--- config.mk ---
export PLATFORM = sky130hd
export DESIGN_NAME = l4_header_field_matcher_core_flat
export DESIGN_NICKNAME = d
export VERILOG_FILES = /design/src/sv/lhfm_pkg.sv /design/src/sv/lhfm_if.sv /design/src/sv/l4_header_field_matcher_core.sv /design/src/sv/lhfm_cfg.sv /design/src/sv/lhfm_parser.sv /design/src/sv/lhfm_decide.sv /design/src/flat_wrapper.sv
export SDC_FILE = /design/constraint.sdc
export NUM_CORES = 2
export LEC_CHECK = 0
export BUFFER_PORTS_ARGS = -buffer_cell sky130_fd_sc_hd__buf_2
export CAP_MARGIN = 10
export CORE_AREA = 4 4 277 279
export CTS_BUF_LIST = sky130_fd_sc_hd__clkbuf_8
export DETAILED_ROUTE_END_ITERATION = 10
export DIE_AREA = 0 0 281 283
export GPL_TIMING_DRIVEN = 1
export PLACE_DENSITY = 0.69
export SLEW_MARGIN = 20
export SYNTH_ARGS = -nofsm -noshare
export SYNTH_HDL_FRONTEND = slang
export SYNTH_SLANG_ARGS = --single-unit
--- constraint.sdc ---
create_clock -name clk_i -period 16.05 [get_ports clk_i]
set_clock_uncertainty 0.2 [all_clocks]
set_input_delay 2.4075 -clock clk_i [delete_from_list [all_inputs] [get_ports clk_i]]
set_output_delay 2.4075 -clock clk_i [all_outputs]
set_load 0.1 [all_outputs]
--- src/sv/lhfm_pkg.sv ---
`timescale 1ns / 1ps
// Shared types, constants and header helper functions for the L4 header field matcher.
// No dependencies; the core, cfg, parser and decide files refer to this package by scoped names.
package lhfm_pkg;

  localparam int unsigned MAX_PACKET_BYTES = 65535;
  localparam int unsigned NUM_RULES        = 3;
  localparam int unsigned NUM_CFG_REGS     = 2 * NUM_RULES;
  localparam int unsigned APB_DATA_W       = 64;
  localparam int unsigned APB_ADDR_W       = 6;
  localparam int unsigned GATHER_W         = 32;

  // Parse phases
  localparam logic [2:0] PH_IP     = 3'd0;
  localparam logic [2:0] PH_WALK   = 3'd1;
  localparam logic [2:0] PH_EXTLEN = 3'd2;
  localparam logic [2:0] PH_L4     = 3'd3;
  localparam logic [2:0] PH_DEAD   = 3'd4;

  // Protocol numbers
  localparam logic [7:0] PROTO_TCP  = 8'd6;
  localparam logic [7:0] PROTO_UDP  = 8'd17;
  localparam logic [7:0] PROTO_SCTP = 8'd132;

  // IPv6 extension header types
  localparam logic [7:0] EH_HOPOPT   = 8'd0;
  localparam logic [7:0] EH_ROUTING  = 8'd43;
  localparam logic [7:0] EH_FRAG     = 8'd44;
  localparam logic [7:0] EH_ESP      = 8'd50;
  localparam logic [7:0] EH_AH       = 8'd51;
  localparam logic [7:0] EH_DSTOPT   = 8'd60;
  localparam logic [7:0] EH_MOBILITY = 8'd135;
  localparam logic [7:0] EH_HIP      = 8'd139;
  localparam logic [7:0] EH_SHIM6    = 8'd140;
  localparam logic [7:0] EH_EXP1     = 8'd253;
  localparam logic [7:0] EH_EXP2     = 8'd254;

  // Rule protocol codes
  localparam logic [1:0] CODE_OFF  = 2'd0;
  localparam logic [1:0] CODE_SCTP = 2'd1;
  localparam logic [1:0] CODE_TCP  = 2'd2;
  localparam logic [1:0] CODE_UDP  = 2'd3;

  // Rule field size codes
  localparam logic [1:0] SIZE_ONE = 2'd0;
  localparam logic [1:0] SIZE_TWO = 2'd1;

  // Header lengths and byte positions
  localparam logic [4:0] LEN_SCTP     = 5'd12;
  localparam logic [4:0] LEN_TCP      = 5'd20;
  localparam logic [4:0] LEN_UDP      = 5'd8;
  localparam logic [4:0] LEN_NONE     = 5'd0;
  localparam int unsigned V4_MIN_LEN  = 20;
  localparam int unsigned V6_MIN_LEN  = 40;
  localparam int unsigned V6_NXT_POS  = 6;
  localparam int unsigned V4_PROTO_POS = 9;
  localparam int unsigned ENCAP_SKIP  = 8;

  typedef struct packed {
    logic [8:0]  where;
    logic [31:0] mask;
    logic [31:0] value;
  } rule_t;

  typedef struct packed {
    logic [2:0] phase;
    logic [7:0] nxt_type;
    logic [7:0] l4_proto;
    logic       failed;
    logic       v6;
    logic       inner_sctp;
  } hdr_t;

  function automatic logic is_ext_hdr(logic [7:0] t);
    logic res;
    case (t)
      EH_HOPOPT, EH_ROUTING, EH_FRAG, EH_ESP, EH_AH, EH_DSTOPT,
      EH_MOBILITY, EH_HIP, EH_SHIM6, EH_EXP1, EH_EXP2: res = 1'b1;
      default: res = 1'b0;
    endcase
    return res;
  endfunction

  function automatic logic [4:0] hdr_len(logic [7:0] proto);
    logic [4:0] res;
    case (proto)
      PROTO_SCTP: res = LEN_SCTP;
      PROTO_TCP:  res = LEN_TCP;
      PROTO_UDP:  res = LEN_UDP;
      default:    res = LEN_NONE;
    endcase
    return res;
  endfunction

  function automatic logic [1:0] rule_code(logic [7:0] proto);
    logic [1:0] res;
    case (proto)
      PROTO_SCTP: res = CODE_SCTP;
      PROTO_TCP:  res = CODE_TCP;
      PROTO_UDP:  res = CODE_UDP;
      default:    res = CODE_OFF;
    endcase
    return res;
  endfunction

endpackage

--- src/sv/lhfm_if.sv ---
`timescale 1ns / 1ps
// Valid/ready channel interfaces for packet bytes in and match results out.
// No dependencies.
interface lhfm_in_if;
  logic       valid;
  logic       ready;
  logic [7:0] pkt_byte;
  logic       first_byte;
  logic       last_byte;
  logic       is_ipv6;
  logic       inner_is_sctp;

  modport source (output valid, pkt_byte, first_byte, last_byte, is_ipv6, inner_is_sctp,
                  input ready);
  modport sink (input valid, pkt_byte, first_byte, last_byte, is_ipv6, inner_is_sctp,
                output ready);
endinterface

interface lhfm_out_if;
  logic valid;
  logic ready;
  logic matched;

  modport source (output valid, matched, input ready);
  modport sink (input valid, matched, output ready);
endinterface

--- src/sv/l4_header_field_matcher_core.sv ---
`timescale 1ns / 1ps
// Top level of the L4 header field matcher: register file, byte parser, result stage.
// Depends on lhfm_pkg, lhfm_if, lhfm_cfg, lhfm_parser and lhfm_decide.
//
//   Channel  | Dir | Handshake          | Payload
//   ---------+-----+--------------------+----------------------------------------------
//   in_i     | in  | valid/ready        | pkt_byte, first_byte, last_byte, is_ipv6,
//            |     |                    | inner_is_sctp
//   out_o    | out | valid/ready        | matched (one transfer per last byte)
//   APB      | in  | psel/penable/pready| six rule registers at 8-byte steps
//
// One byte is taken every cycle while the input is not blocked (see below). The parser
// state updates at the accepting edge; for a last byte the decision is formed from that
// state in the next cycle and lands in the output register once that register is free.
// A pending decision blocks new input only while the output register is stalled.
// Reset is asynchronous, active low; no clearing pass is needed.
module l4_header_field_matcher_core #(
  parameter int unsigned MaxPktBytes = lhfm_pkg::MAX_PACKET_BYTES
) (
  input  logic                            clk_i,
  input  logic                            rst_ni,
  lhfm_in_if.sink                         in_i,
  lhfm_out_if.source                      out_o,
  input  logic                            psel,
  input  logic                            penable,
  input  logic                            pwrite,
  input  logic [lhfm_pkg::APB_ADDR_W-1:0] paddr,
  input  logic [lhfm_pkg::APB_DATA_W-1:0] pwdata,
  output logic [lhfm_pkg::APB_DATA_W-1:0] prdata,
  output logic                            pready
);

  localparam int unsigned IdxW = $clog2(MaxPktBytes + 2);

  lhfm_pkg::rule_t rules [lhfm_pkg::NUM_RULES];
  lhfm_pkg::hdr_t  hdr;
  logic [IdxW-1:0] len;
  logic [IdxW-1:0] l4_start;
  logic [IdxW-1:0] next_pos;
  logic [lhfm_pkg::GATHER_W-1:0] gather [lhfm_pkg::NUM_RULES];
  logic [lhfm_pkg::GATHER_W-1:0] encap_gather [lhfm_pkg::NUM_RULES];
  logic done;
  logic take;
  logic out_free;
  logic acc;
  logic out_valid;
  logic matched;

  assign in_i.ready = ~done | out_free;
  assign acc        = in_i.valid & in_i.ready;

  lhfm_cfg u_cfg (
    .clk_i   (clk_i),
    .rst_ni  (rst_ni),
    .psel    (psel),
    .penable (penable),
    .pwrite  (pwrite),
    .paddr   (paddr),
    .pwdata  (pwdata),
    .prdata  (prdata),
    .pready  (pready),
    .rules_o (rules)
  );

  lhfm_parser #(
    .MaxPktBytes (MaxPktBytes)
  ) u_parser (
    .clk_i           (clk_i),
    .rst_ni          (rst_ni),
    .acc_i           (acc),
    .pkt_byte_i      (in_i.pkt_byte),
    .first_byte_i    (in_i.first_byte),
    .last_byte_i     (in_i.last_byte),
    .is_ipv6_i       (in_i.is_ipv6),
    .inner_is_sctp_i (in_i.inner_is_sctp),
    .take_i          (take),
    .rules_i         (rules),
    .hdr_o           (hdr),
    .len_o           (len),
    .l4_start_o      (l4_start),
    .next_pos_o      (next_pos),
    .gather_o        (gather),
    .encap_gather_o  (encap_gather),
    .done_o          (done)
  );

  lhfm_decide #(
    .MaxPktBytes (MaxPktBytes)
  ) u_decide (
    .clk_i          (clk_i),
    .rst_ni         (rst_ni),
    .done_i         (done),
    .hdr_i          (hdr),
    .len_i          (len),
    .l4_start_i     (l4_start),
    .next_pos_i     (next_pos),
    .gather_i       (gather),
    .encap_gather_i (encap_gather),
    .rules_i        (rules),
    .out_ready_i    (out_o.ready),
    .out_valid_o    (out_valid),
    .matched_o      (matched),
    .out_free_o     (out_free),
    .take_o         (take)
  );

  assign out_o.valid   = out_valid;
  assign out_o.matched = matched;

endmodule

--- src/sv/lhfm_cfg.sv ---
`timescale 1ns / 1ps
// APB-style register file holding the three match rules.
// Depends on lhfm_pkg.
module lhfm_cfg (
  input  logic                                clk_i,
  input  logic                                rst_ni,
  input  logic                                psel,
  input  logic                                penable,
  input  logic                                pwrite,
  input  logic [lhfm_pkg::APB_ADDR_W-1:0]     paddr,
  input  logic [lhfm_pkg::APB_DATA_W-1:0]     pwdata,
  output logic [lhfm_pkg::APB_DATA_W-1:0]     prdata,
  output logic                                pready,
  output lhfm_pkg::rule_t                     rules_o [lhfm_pkg::NUM_RULES]
);

  logic [2:0] reg_idx;
  logic [1:0] rule_idx;
  logic       wr_en;

  lhfm_pkg::rule_t rules_q [lhfm_pkg::NUM_RULES];

  // Registers sit on 8-byte boundaries; even index is "where", odd is "test"
  assign reg_idx  = paddr[5:3];
  assign rule_idx = reg_idx[2:1];
  assign pready   = 1'b1;
  assign wr_en    = psel & penable & pwrite & pready
                  & (reg_idx < 3'(lhfm_pkg::NUM_CFG_REGS));

  always_ff @(posedge clk_i or negedge rst_ni) begin
    if (!rst_ni) begin
      for (int r = 0; r < lhfm_pkg::NUM_RULES; r++) begin
        rules_q[r] <= '0;
      end
    end else if (wr_en) begin
      if (reg_idx[0]) begin
        rules_q[rule_idx].mask  <= pwdata[63:32];
        rules_q[rule_idx].value <= pwdata[31:0];
      end else begin
        rules_q[rule_idx].where <= pwdata[8:0];
      end
    end
  end

  always_comb begin
    prdata = '0;
    if (reg_idx < 3'(lhfm_pkg::NUM_CFG_REGS)) begin
      if (reg_idx[0]) begin
        prdata = {rules_q[rule_idx].mask, rules_q[rule_idx].value};
      end else begin
        prdata = {55'b0, rules_q[rule_idx].where};
      end
    end
  end

  assign rules_o = rules_q;

endmodule

--- src/sv/lhfm_parser.sv ---
`timescale 1ns / 1ps
// Per-byte header walker: tracks byte position, locates the L4 header and gathers rule fields.
// Depends on lhfm_pkg.
module lhfm_parser #(
  parameter int unsigned MaxPktBytes = lhfm_pkg::MAX_PACKET_BYTES,
  localparam int unsigned IdxW = $clog2(MaxPktBytes + 2)
) (
  input  logic                              clk_i,
  input  logic                              rst_ni,
  input  logic                              acc_i,
  input  logic [7:0]                        pkt_byte_i,
  input  logic                              first_byte_i,
  input  logic                              last_byte_i,
  input  logic                              is_ipv6_i,
  input  logic                              inner_is_sctp_i,
  input  logic                              take_i,
  input  lhfm_pkg::rule_t                   rules_i [lhfm_pkg::NUM_RULES],
  output lhfm_pkg::hdr_t                    hdr_o,
  output logic [IdxW-1:0]                   len_o,
  output logic [IdxW-1:0]                   l4_start_o,
  output logic [IdxW-1:0]                   next_pos_o,
  output logic [lhfm_pkg::GATHER_W-1:0]     gather_o [lhfm_pkg::NUM_RULES],
  output logic [lhfm_pkg::GATHER_W-1:0]     encap_gather_o [lhfm_pkg::NUM_RULES],
  output logic                              done_o
);

  localparam logic [IdxW-1:0]  MaxIdx  = IdxW'(MaxPktBytes);
  localparam logic [IdxW-1:0]  PosSat  = IdxW'(MaxPktBytes + 1);
  localparam logic [IdxW+11:0] PosMax  = (IdxW + 12)'(MaxPktBytes);

  logic [IdxW-1:0] idx_q, idx_d;
  logic [IdxW-1:0] pos_q, pos_d;
  logic [IdxW-1:0] l4s_q, l4s_d;
  lhfm_pkg::hdr_t  hdr_q, hdr_d;
  logic [lhfm_pkg::GATHER_W-1:0] fg_q [lhfm_pkg::NUM_RULES];
  logic [lhfm_pkg::GATHER_W-1:0] fg_d [lhfm_pkg::NUM_RULES];
  logic [lhfm_pkg::GATHER_W-1:0] eg_q [lhfm_pkg::NUM_RULES];
  logic [lhfm_pkg::GATHER_W-1:0] eg_d [lhfm_pkg::NUM_RULES];
  logic            in_pkt_q;
  logic            done_q, done_d;
  logic            new_pkt;
  logic [IdxW+11:0] pos_sum;

  // Place byte b into gather g when idx falls inside the rule's field at base
  function automatic logic [31:0] capture(logic [31:0] g, logic [8:0] where,
                                          logic [IdxW:0] base, logic [IdxW-1:0] idx,
                                          logic [7:0] b);
    logic [IdxW:0] start;
    logic [IdxW:0] diff;
    logic [2:0]    n;
    logic [1:0]    k;
    logic [1:0]    lane;
    logic [31:0]   res;
    start = base + (IdxW + 1)'(where[6:2]);
    diff  = {1'b0, idx} - start;
    if (where[1:0] == lhfm_pkg::SIZE_ONE) begin
      n = 3'd1;
    end else if (where[1:0] == lhfm_pkg::SIZE_TWO) begin
      n = 3'd2;
    end else begin
      n = 3'd4;
    end
    k    = diff[1:0];
    lane = 2'(n - 3'd1 - {1'b0, k});
    res  = g;
    if (({1'b0, idx} >= start) && (diff < (IdxW + 1)'(n))) begin
      res = g | ({24'b0, b} << {lane, 3'b000});
    end
    return res;
  endfunction

  assign new_pkt = first_byte_i | ~in_pkt_q;

  always_comb begin
    if (new_pkt) begin
      idx_d            = '0;
      pos_d            = '0;
      l4s_d            = '0;
      hdr_d            = '0;
      hdr_d.phase      = lhfm_pkg::PH_IP;
      hdr_d.v6         = is_ipv6_i;
      hdr_d.inner_sctp = inner_is_sctp_i;
      for (int r = 0; r < lhfm_pkg::NUM_RULES; r++) begin
        fg_d[r] = '0;
        eg_d[r] = '0;
      end
    end else begin
      idx_d = idx_q;
      pos_d = pos_q;
      l4s_d = l4s_q;
      hdr_d = hdr_q;
      fg_d  = fg_q;
      eg_d  = eg_q;
    end
    pos_sum = (IdxW + 12)'(pos_d) + (IdxW + 12)'({pkt_byte_i, 3'b000});

    // Bytes past the size limit leave the state alone
    if (idx_d < MaxIdx) begin
      if (!hdr_d.v6) begin
        if (idx_d == '0) begin
          l4s_d       = IdxW'({pkt_byte_i[3:0], 2'b00});
          hdr_d.phase = lhfm_pkg::PH_L4;
        end
        if (idx_d == IdxW'(lhfm_pkg::V4_PROTO_POS)) begin
          hdr_d.l4_proto = pkt_byte_i;
        end
      end else begin
        if (idx_d == '0) begin
          hdr_d.phase = lhfm_pkg::PH_WALK;
          pos_d       = IdxW'(lhfm_pkg::V6_MIN_LEN);
          pos_sum     = (IdxW + 12)'(pos_d) + (IdxW + 12)'({pkt_byte_i, 3'b000});
        end
        if (idx_d == IdxW'(lhfm_pkg::V6_NXT_POS)) begin
          hdr_d.nxt_type = pkt_byte_i;
        end
        if (hdr_d.phase == lhfm_pkg::PH_WALK && idx_d == pos_d) begin
          if (lhfm_pkg::is_ext_hdr(hdr_d.nxt_type)) begin
            if (hdr_d.nxt_type == lhfm_pkg::EH_FRAG) begin
              hdr_d.failed = 1'b1;
              hdr_d.phase  = lhfm_pkg::PH_DEAD;
            end else begin
              hdr_d.nxt_type = pkt_byte_i;
              hdr_d.phase    = lhfm_pkg::PH_EXTLEN;
            end
          end else begin
            l4s_d          = pos_d;
            hdr_d.l4_proto = hdr_d.nxt_type;
            hdr_d.phase    = lhfm_pkg::PH_L4;
          end
        end else if (hdr_d.phase == lhfm_pkg::PH_EXTLEN &&
                     {1'b0, idx_d} == {1'b0, pos_d} + (IdxW + 1)'(1)) begin
          if (pkt_byte_i == 8'd0) begin
            hdr_d.failed = 1'b1;
            hdr_d.phase  = lhfm_pkg::PH_DEAD;
          end else begin
            // Saturate past the size limit: such a position can never be reached
            pos_d       = (pos_sum > PosMax) ? PosSat : pos_sum[IdxW-1:0];
            hdr_d.phase = lhfm_pkg::PH_WALK;
          end
        end
      end
      if (hdr_d.phase == lhfm_pkg::PH_L4) begin
        for (int r = 0; r < lhfm_pkg::NUM_RULES; r++) begin
          fg_d[r] = capture(fg_d[r], rules_i[r].where, {1'b0, l4s_d}, idx_d, pkt_byte_i);
          eg_d[r] = capture(eg_d[r], rules_i[r].where,
                            {1'b0, l4s_d} + (IdxW + 1)'(lhfm_pkg::ENCAP_SKIP),
                            idx_d, pkt_byte_i);
        end
      end
      idx_d = idx_d + IdxW'(1);
    end
  end

  // Decision pending until the result register takes it
  always_comb begin
    if (acc_i) begin
      done_d = last_byte_i;
    end else begin
      done_d = done_q & ~take_i;
    end
  end

  always_ff @(posedge clk_i or negedge rst_ni) begin
    if (!rst_ni) begin
      idx_q       <= '0;
      pos_q       <= '0;
      l4s_q       <= '0;
      hdr_q       <= '0;
      in_pkt_q    <= 1'b0;
      done_q      <= 1'b0;
      for (int r = 0; r < lhfm_pkg::NUM_RULES; r++) begin
        fg_q[r] <= '0;
        eg_q[r] <= '0;
      end
    end else begin
      done_q <= done_d;
      if (acc_i) begin
        idx_q    <= idx_d;
        pos_q    <= pos_d;
        l4s_q    <= l4s_d;
        hdr_q    <= hdr_d;
        fg_q     <= fg_d;
        eg_q     <= eg_d;
        in_pkt_q <= ~last_byte_i;
      end
    end
  end

  assign hdr_o          = hdr_q;
  assign len_o          = idx_q;
  assign l4_start_o     = l4s_q;
  assign next_pos_o     = pos_q;
  assign gather_o       = fg_q;
  assign encap_gather_o = eg_q;
  assign done_o         = done_q;

endmodule

--- src/sv/lhfm_decide.sv ---
`timescale 1ns / 1ps
// End-of-packet header checks and rule comparison, feeding the registered result stage.
// Depends on lhfm_pkg.
module lhfm_decide #(
  parameter int unsigned MaxPktBytes = lhfm_pkg::MAX_PACKET_BYTES,
  localparam int unsigned IdxW = $clog2(MaxPktBytes + 2)
) (
  input  logic                              clk_i,
  input  logic                              rst_ni,
  input  logic                              done_i,
  input  lhfm_pkg::hdr_t                    hdr_i,
  input  logic [IdxW-1:0]                   len_i,
  input  logic [IdxW-1:0]                   l4_start_i,
  input  logic [IdxW-1:0]                   next_pos_i,
  input  logic [lhfm_pkg::GATHER_W-1:0]     gather_i [lhfm_pkg::NUM_RULES],
  input  logic [lhfm_pkg::GATHER_W-1:0]     encap_gather_i [lhfm_pkg::NUM_RULES],
  input  lhfm_pkg::rule_t                   rules_i [lhfm_pkg::NUM_RULES],
  input  logic                              out_ready_i,
  output logic                              out_valid_o,
  output logic                              matched_o,
  output logic                              out_free_o,
  output logic                              take_o
);

  logic            any_rule;
  logic            ok;
  logic            encap;
  logic            result;
  logic [2:0]      phase;
  logic [IdxW-1:0] l4s;
  logic [7:0]      proto;
  logic [1:0]      code;
  logic [31:0]     x;
  logic            out_valid_q;
  logic            matched_q;

  always_comb begin
    any_rule = 1'b0;
    ok       = 1'b1;
    phase    = hdr_i.phase;
    l4s      = l4_start_i;
    proto    = hdr_i.l4_proto;
    x        = '0;
    for (int r = 0; r < lhfm_pkg::NUM_RULES; r++) begin
      if (rules_i[r].where[8:7] != lhfm_pkg::CODE_OFF) begin
        any_rule = 1'b1;
      end
    end
    if (hdr_i.failed) begin
      ok = 1'b0;
    end
    if (!hdr_i.v6) begin
      if (len_i < IdxW'(lhfm_pkg::V4_MIN_LEN)) begin
        ok = 1'b0;
      end
    end else begin
      if (len_i < IdxW'(lhfm_pkg::V6_MIN_LEN)) begin
        ok = 1'b0;
      end
      // Header chain ending exactly at the packet end
      if (phase == lhfm_pkg::PH_WALK) begin
        if (next_pos_i != len_i || lhfm_pkg::is_ext_hdr(hdr_i.nxt_type)) begin
          ok = 1'b0;
        end else begin
          l4s   = next_pos_i;
          proto = hdr_i.nxt_type;
          phase = lhfm_pkg::PH_L4;
        end
      end
    end
    if (phase != lhfm_pkg::PH_L4) begin
      ok = 1'b0;
    end
    if ({1'b0, l4s} + (IdxW + 1)'(lhfm_pkg::hdr_len(proto)) > {1'b0, len_i}) begin
      ok = 1'b0;
    end
    encap = (proto == lhfm_pkg::PROTO_UDP) & hdr_i.inner_sctp;
    if (encap && ({1'b0, l4s} + (IdxW + 1)'(lhfm_pkg::ENCAP_SKIP)
                  + (IdxW + 1)'(lhfm_pkg::LEN_SCTP) > {1'b0, len_i})) begin
      ok = 1'b0;
    end
    code = encap ? lhfm_pkg::CODE_SCTP : lhfm_pkg::rule_code(proto);
    for (int r = 0; r < lhfm_pkg::NUM_RULES; r++) begin
      if (rules_i[r].where[8:7] != lhfm_pkg::CODE_OFF && rules_i[r].where[8:7] == code) begin
        x = encap ? encap_gather_i[r] : gather_i[r];
        if (rules_i[r].mask != '0) begin
          x = x & rules_i[r].mask;
        end
        if (x != rules_i[r].value) begin
          ok = 1'b0;
        end
      end
    end
    result = ~any_rule | ok;
  end

  assign out_free_o = ~out_valid_q | out_ready_i;
  assign take_o     = done_i & out_free_o;

  always_ff @(posedge clk_i or negedge rst_ni) begin
    if (!rst_ni) begin
      out_valid_q <= 1'b0;
    end else if (take_o) begin
      out_valid_q <= 1'b1;
    end else if (out_ready_i) begin
      out_valid_q <= 1'b0;
    end
  end

  always_ff @(posedge clk_i) begin
    if (take_o) begin
      matched_q <= result;
    end
  end

  assign out_valid_o = out_valid_q;
  assign matched_o   = matched_q;

endmodule

--- src/flat_wrapper.sv ---
// flat-port wrapper written by rule: the top's interface ports become plain ports
module l4_header_field_matcher_core_flat 
#(
  parameter int unsigned MaxPktBytes = lhfm_pkg::MAX_PACKET_BYTES
)
  (clk_i, rst_ni, psel, penable, pwrite, paddr, pwdata, prdata, pready, in_i_valid, in_i_pkt_byte, in_i_first_byte, in_i_last_byte, in_i_is_ipv6, in_i_inner_is_sctp, in_i_ready, out_o_valid, out_o_matched, out_o_ready);
  lhfm_in_if in_i_i ();
  lhfm_out_if out_o_i ();
  input  logic clk_i;
  input  logic rst_ni;
  input  logic psel;
  input  logic penable;
  input  logic pwrite;
  input  logic [lhfm_pkg::APB_ADDR_W-1:0] paddr;
  input  logic [lhfm_pkg::APB_DATA_W-1:0] pwdata;
  output logic [lhfm_pkg::APB_DATA_W-1:0] prdata;
  output logic pready;
  input wire logic [$bits(in_i_i.valid)-1:0] in_i_valid;
  input wire logic [$bits(in_i_i.pkt_byte)-1:0] in_i_pkt_byte;
  input wire logic [$bits(in_i_i.first_byte)-1:0] in_i_first_byte;
  input wire logic [$bits(in_i_i.last_byte)-1:0] in_i_last_byte;
  input wire logic [$bits(in_i_i.is_ipv6)-1:0] in_i_is_ipv6;
  input wire logic [$bits(in_i_i.inner_is_sctp)-1:0] in_i_inner_is_sctp;
  output wire logic [$bits(in_i_i.ready)-1:0] in_i_ready;
  output wire logic [$bits(out_o_i.valid)-1:0] out_o_valid;
  output wire logic [$bits(out_o_i.matched)-1:0] out_o_matched;
  input wire logic [$bits(out_o_i.ready)-1:0] out_o_ready;
  assign in_i_i.valid = in_i_valid;
  assign in_i_i.pkt_byte = in_i_pkt_byte;
  assign in_i_i.first_byte = in_i_first_byte;
  assign in_i_i.last_byte = in_i_last_byte;
  assign in_i_i.is_ipv6 = in_i_is_ipv6;
  assign in_i_i.inner_is_sctp = in_i_inner_is_sctp;
  assign in_i_ready = in_i_i.ready;
  assign out_o_valid = out_o_i.valid;
  assign out_o_matched = out_o_i.matched;
  assign out_o_i.ready = out_o_ready;
  l4_header_field_matcher_core #(.MaxPktBytes(MaxPktBytes)) u_core (.clk_i(clk_i), .rst_ni(rst_ni), .in_i(in_i_i), .out_o(out_o_i), .psel(psel), .penable(penable), .pwrite(pwrite), .paddr(paddr), .pwdata(pwdata), .prdata(prdata), .pready(pready));
endmodule
==> results.md <==
* Highest clock rate at 0.0822 GHz
* R2R setup slack at 5.19 ns
* Commonest cells after routing, fill and taps aside: 574 x nand2_1, 486 x dfrtp_1, 296 x nor2_1, 231 x o21ai_0, 225 x mux2_2
* Sw Ratio at 39.7%
* Synth top area cells: dfrtp_1 33%, mux2_2 6.9%, ha_1 6.0%, nand2_1 5.9%, xnor2_1 4.1%
* Num Clock Sinks at 488
* Post-CTS Setup Inserts at 0
* DR vias/cell at 6.44
* CP startpoint kind: input pin
* Number of distinct library cells after synthesis at 96
* Pre-antenna DRT Iters at 8
* Final setup fails at 0
* Final Hold Fails at 0
* Total grt overflow at 0
* DR iter-0 viols at 3875
* Outcome: completed
* Register share of total power at 39.4%
* PnR Total Power at 3.93 mW
* Final period util at 75.8%
* Initial Util at 49.6%
* Unrepaired setup endpoints after global routing: no
* All-Layer GR Usage at 33.3%
* Seq cells post-synth at 488
* First-pass GRT wire length at 205000 um
* Post-Route WL at 137000 um
* Finished Core Util at 54.2%
* Int Power at 2.37 mW
* Max-cap violations at 0
* FFs w/ async S/R, synth at 99.8%
* Most common cell after layout, fill and taps aside: nand2_1
* Synthesized cell area at 36800 um2
* Post-CTS Resized at 0
* Die Wd at 281 um
* Syn_area_per_cell at 8.58 um2
* Relative max-transition margin at 24.6%
* Post-DP HPWL at 98800 um
* VDD IR max at 51.0 uV
* YS warnings at 0
* Logic pwr share at 31.0%
* Net switching power of the design at 1.56 mW
* Share of cells above drive strength 1 at 14.5%
* Maximum root-to-sink buffer count at 3
* Routability cong. at 0.968
* Largest net degree at the start of global routing at 109
* Fill cells at 6934
* Clk root buf: clkbuf_8
* ANT nets after route at 0
* Num CTS Buffers at 85
* Initial antenna violation count at 7
* Slowest stage cell, crit path: nor2_1
* Io pins at 157
* Sequential area share after synthesis at 33.2%
* Post-synth net total at 4564
* CTS tree: yes
* Critical path class: in2reg
* H-tree Lvls at 3
* Top cell type by total area after synthesis: dfrtp_1
* Worst-Margin Slew at 1.13 ns
* Post-synth top flop: dfrtp_1
* IO buf count at 152
* CP Capture Type: flip-flop
* Arrival @ worst endpoint at 12.57 ns
* Final net count at 4623
* Power Density at 97.7 nW/um2
* Cts hold-fix bufs at 0
* CTS clk-pin slew, worst paths at 0.06 ns
* Post-synth EDFFs at 1
* Vias at 34700
* Area delta synth->final at 9.25%
* Die height at 283 um
* Setup tns final at 0 ns
* Slowest stage delay, CP at 0.84 ns
* Pins Over Slew Limit at 0
* DRC errors left at 0
* Row count at 100
* Worst-skew pair later-pin latency at 0.72 ns
* Critical Path Fanout Max at 47
* Worst path required time at 16.45 ns
* Final worst path period need at 12.17 ns
* Core ar. at 74200 um2
* Area of the die at 79500 um2
* Post-synth top area share at 33.1%
* Number of global-route vias before repair at 32800
* Hold/Removal Path Class: reg2reg
* Wirelength per Cell at 25.4 um
* Crit-path most repeated cell: ha_1
* Clock network power share at 29.6%
* Cell count after synthesis at 4293
* LEAKAGE at 17.6 nW
-- state kept, by name, indices dropped and copies added (netlist names), 17 cells and up --
name and flops:
u_core.u_parser.len_o 17, u_core.u_cfg.rules_o 219, u_core.u_parser.encap_gather_o 96, u_core.u_parser.l4_start_o 17, u_core.u_parser.gather_o 96, u_core.u_parser.hdr_o 22
u_core.u_parser.next_pos_o 17
-- layer usage --
layer	vias up	global-route usage, %	share of wire [%]
li1	15600	-	-
met1	16800	44.6	41
met2	1842	50.7	43
met3	386	5.66	8.9
met4	4	19.6	7.2
met5	-	0	0.019
-- final cells by class --
class / count / area, um2 / share of cell area, %
repair buffers: 228 / 1360 / 3.39
clock buffers: 103 / 1420 / 3.52
diodes: 5 / 12.5 / 0.0311
clock inverters: 48 / 282 / 0.700
inverters: 126 / 473 / 1.18
well taps: 969 / 1210 / 3.01
multi-input cells: 3423 / 23300 / 57.8
flip-flops and latches: 488 / 12200 / 30.4
-- metrics by stage --
step / setup WS, ns / area (um2) / hold WS [ns] / std cells
floorplan: 5.21 / 36800 / 0.240 / 4293
global placement: 3.74 / 38500 / 0.251 / 5233
detailed placement: 3.48 / 38500 / 0.257 / 5233
CTS: 4.18 / 40200 / 0.271 / 5384
global route: 3.30 / 40200 / 0.292 / 5388
finish: 3.88 / 40200 / 0.266 / 5390
-- critical path: cells and delay by family --
| family | cells | cell delay, ns |
|---|---|---|
| and+or+nand+nor | 15 | 5.09 |
| adders and majority gates | 3 | 1.15 |
| buffers and inverters | 3 | 0.90 |
| AOI/OAI and AO/OA | 9 | 2.46 |
| xor gates and xnor gates | 2 | 0.53 |
-- power by group through the flow --
stage | Combinational (mW) | Clock (mW) | Sequential (mW)
after floorplan | 0.853 | 0 | 1.46
after global placement | 1.17 | 0 | 1.56
after detailed placement | 1.19 | 0 | 1.56
after CTS | 1.20 | 1.17 | 1.54
after global routing | 1.32 | 1.23 | 1.55
final | 1.22 | 1.16 | 1.55
-- worst paths after layout --
| path | from | to | cells after the start |
|---|---|---|---|
| max | in_i_first_byte | u_core.u_parser.encap_gather_o[4] | 32 |
| min | u_core.u_parser.encap_gather_o[66] | u_core.u_parser.encap_gather_o[66] | 2 |
| max reg2reg | u_core.u_parser.in_pkt_q | u_core.u_parser.encap_gather_o[4] | 32 |
| min reg2reg | u_core.u_parser.encap_gather_o[66] | u_core.u_parser.encap_gather_o[66] | 2 |
| max in group asynchronous | rst_ni | u_core.u_parser.hdr_o[0] | 3 |
| min in group asynchronous | rst_ni | u_core.u_parser.gather_o[44] | 1 |
-- logic make-up after synthesis --
family                   count (synthesis)  synth area share, %
buffers and inverters                  382                 3.99
multiplexers                           347                 10.2
AO/OA/AOI/OAI                         1029                 18.4
XOR/XNOR                               302                 7.20
other                                    1               0.0102
flip-flops                             488                 33.2
adder cells (fa/ha/maj)                185                 6.37
AND/OR/NAND/NOR                       1559                 20.6
-- synth_stat cells, types with 23 or more instances --
| cell | count |
|---|---|
| nand4_1 | 66 |
| a21oi_1 | 209 |
| nor2b_1 | 28 |
| nor3_1 | 89 |
| nor2_1 | 301 |
| o21a_1 | 25 |
| and3_1 | 90 |
| a31oi_1 | 23 |
| mux2i_1 | 120 |
| a32o_1 | 35 |
| a21o_1 | 39 |
| inv_1 | 125 |
| ha_1 | 177 |
| o21bai_1 | 26 |
| nand2_1 | 575 |
| o22ai_1 | 76 |
| o31ai_1 | 106 |
| clkbuf_1 | 221 |
| xor2_1 | 128 |
| xnor2_1 | 173 |
| mux2_2 | 225 |
| nand2b_1 | 55 |
| and2_1 | 89 |
| a22o_1 | 43 |
| dfrtp_1 | 487 |
| a211oi_1 | 29 |
| o21ai_0 | 231 |
| nor4_1 | 71 |
| nand3_1 | 79 |
| a21boi_0 | 67 |
Power figures use the tool's default switching activity.
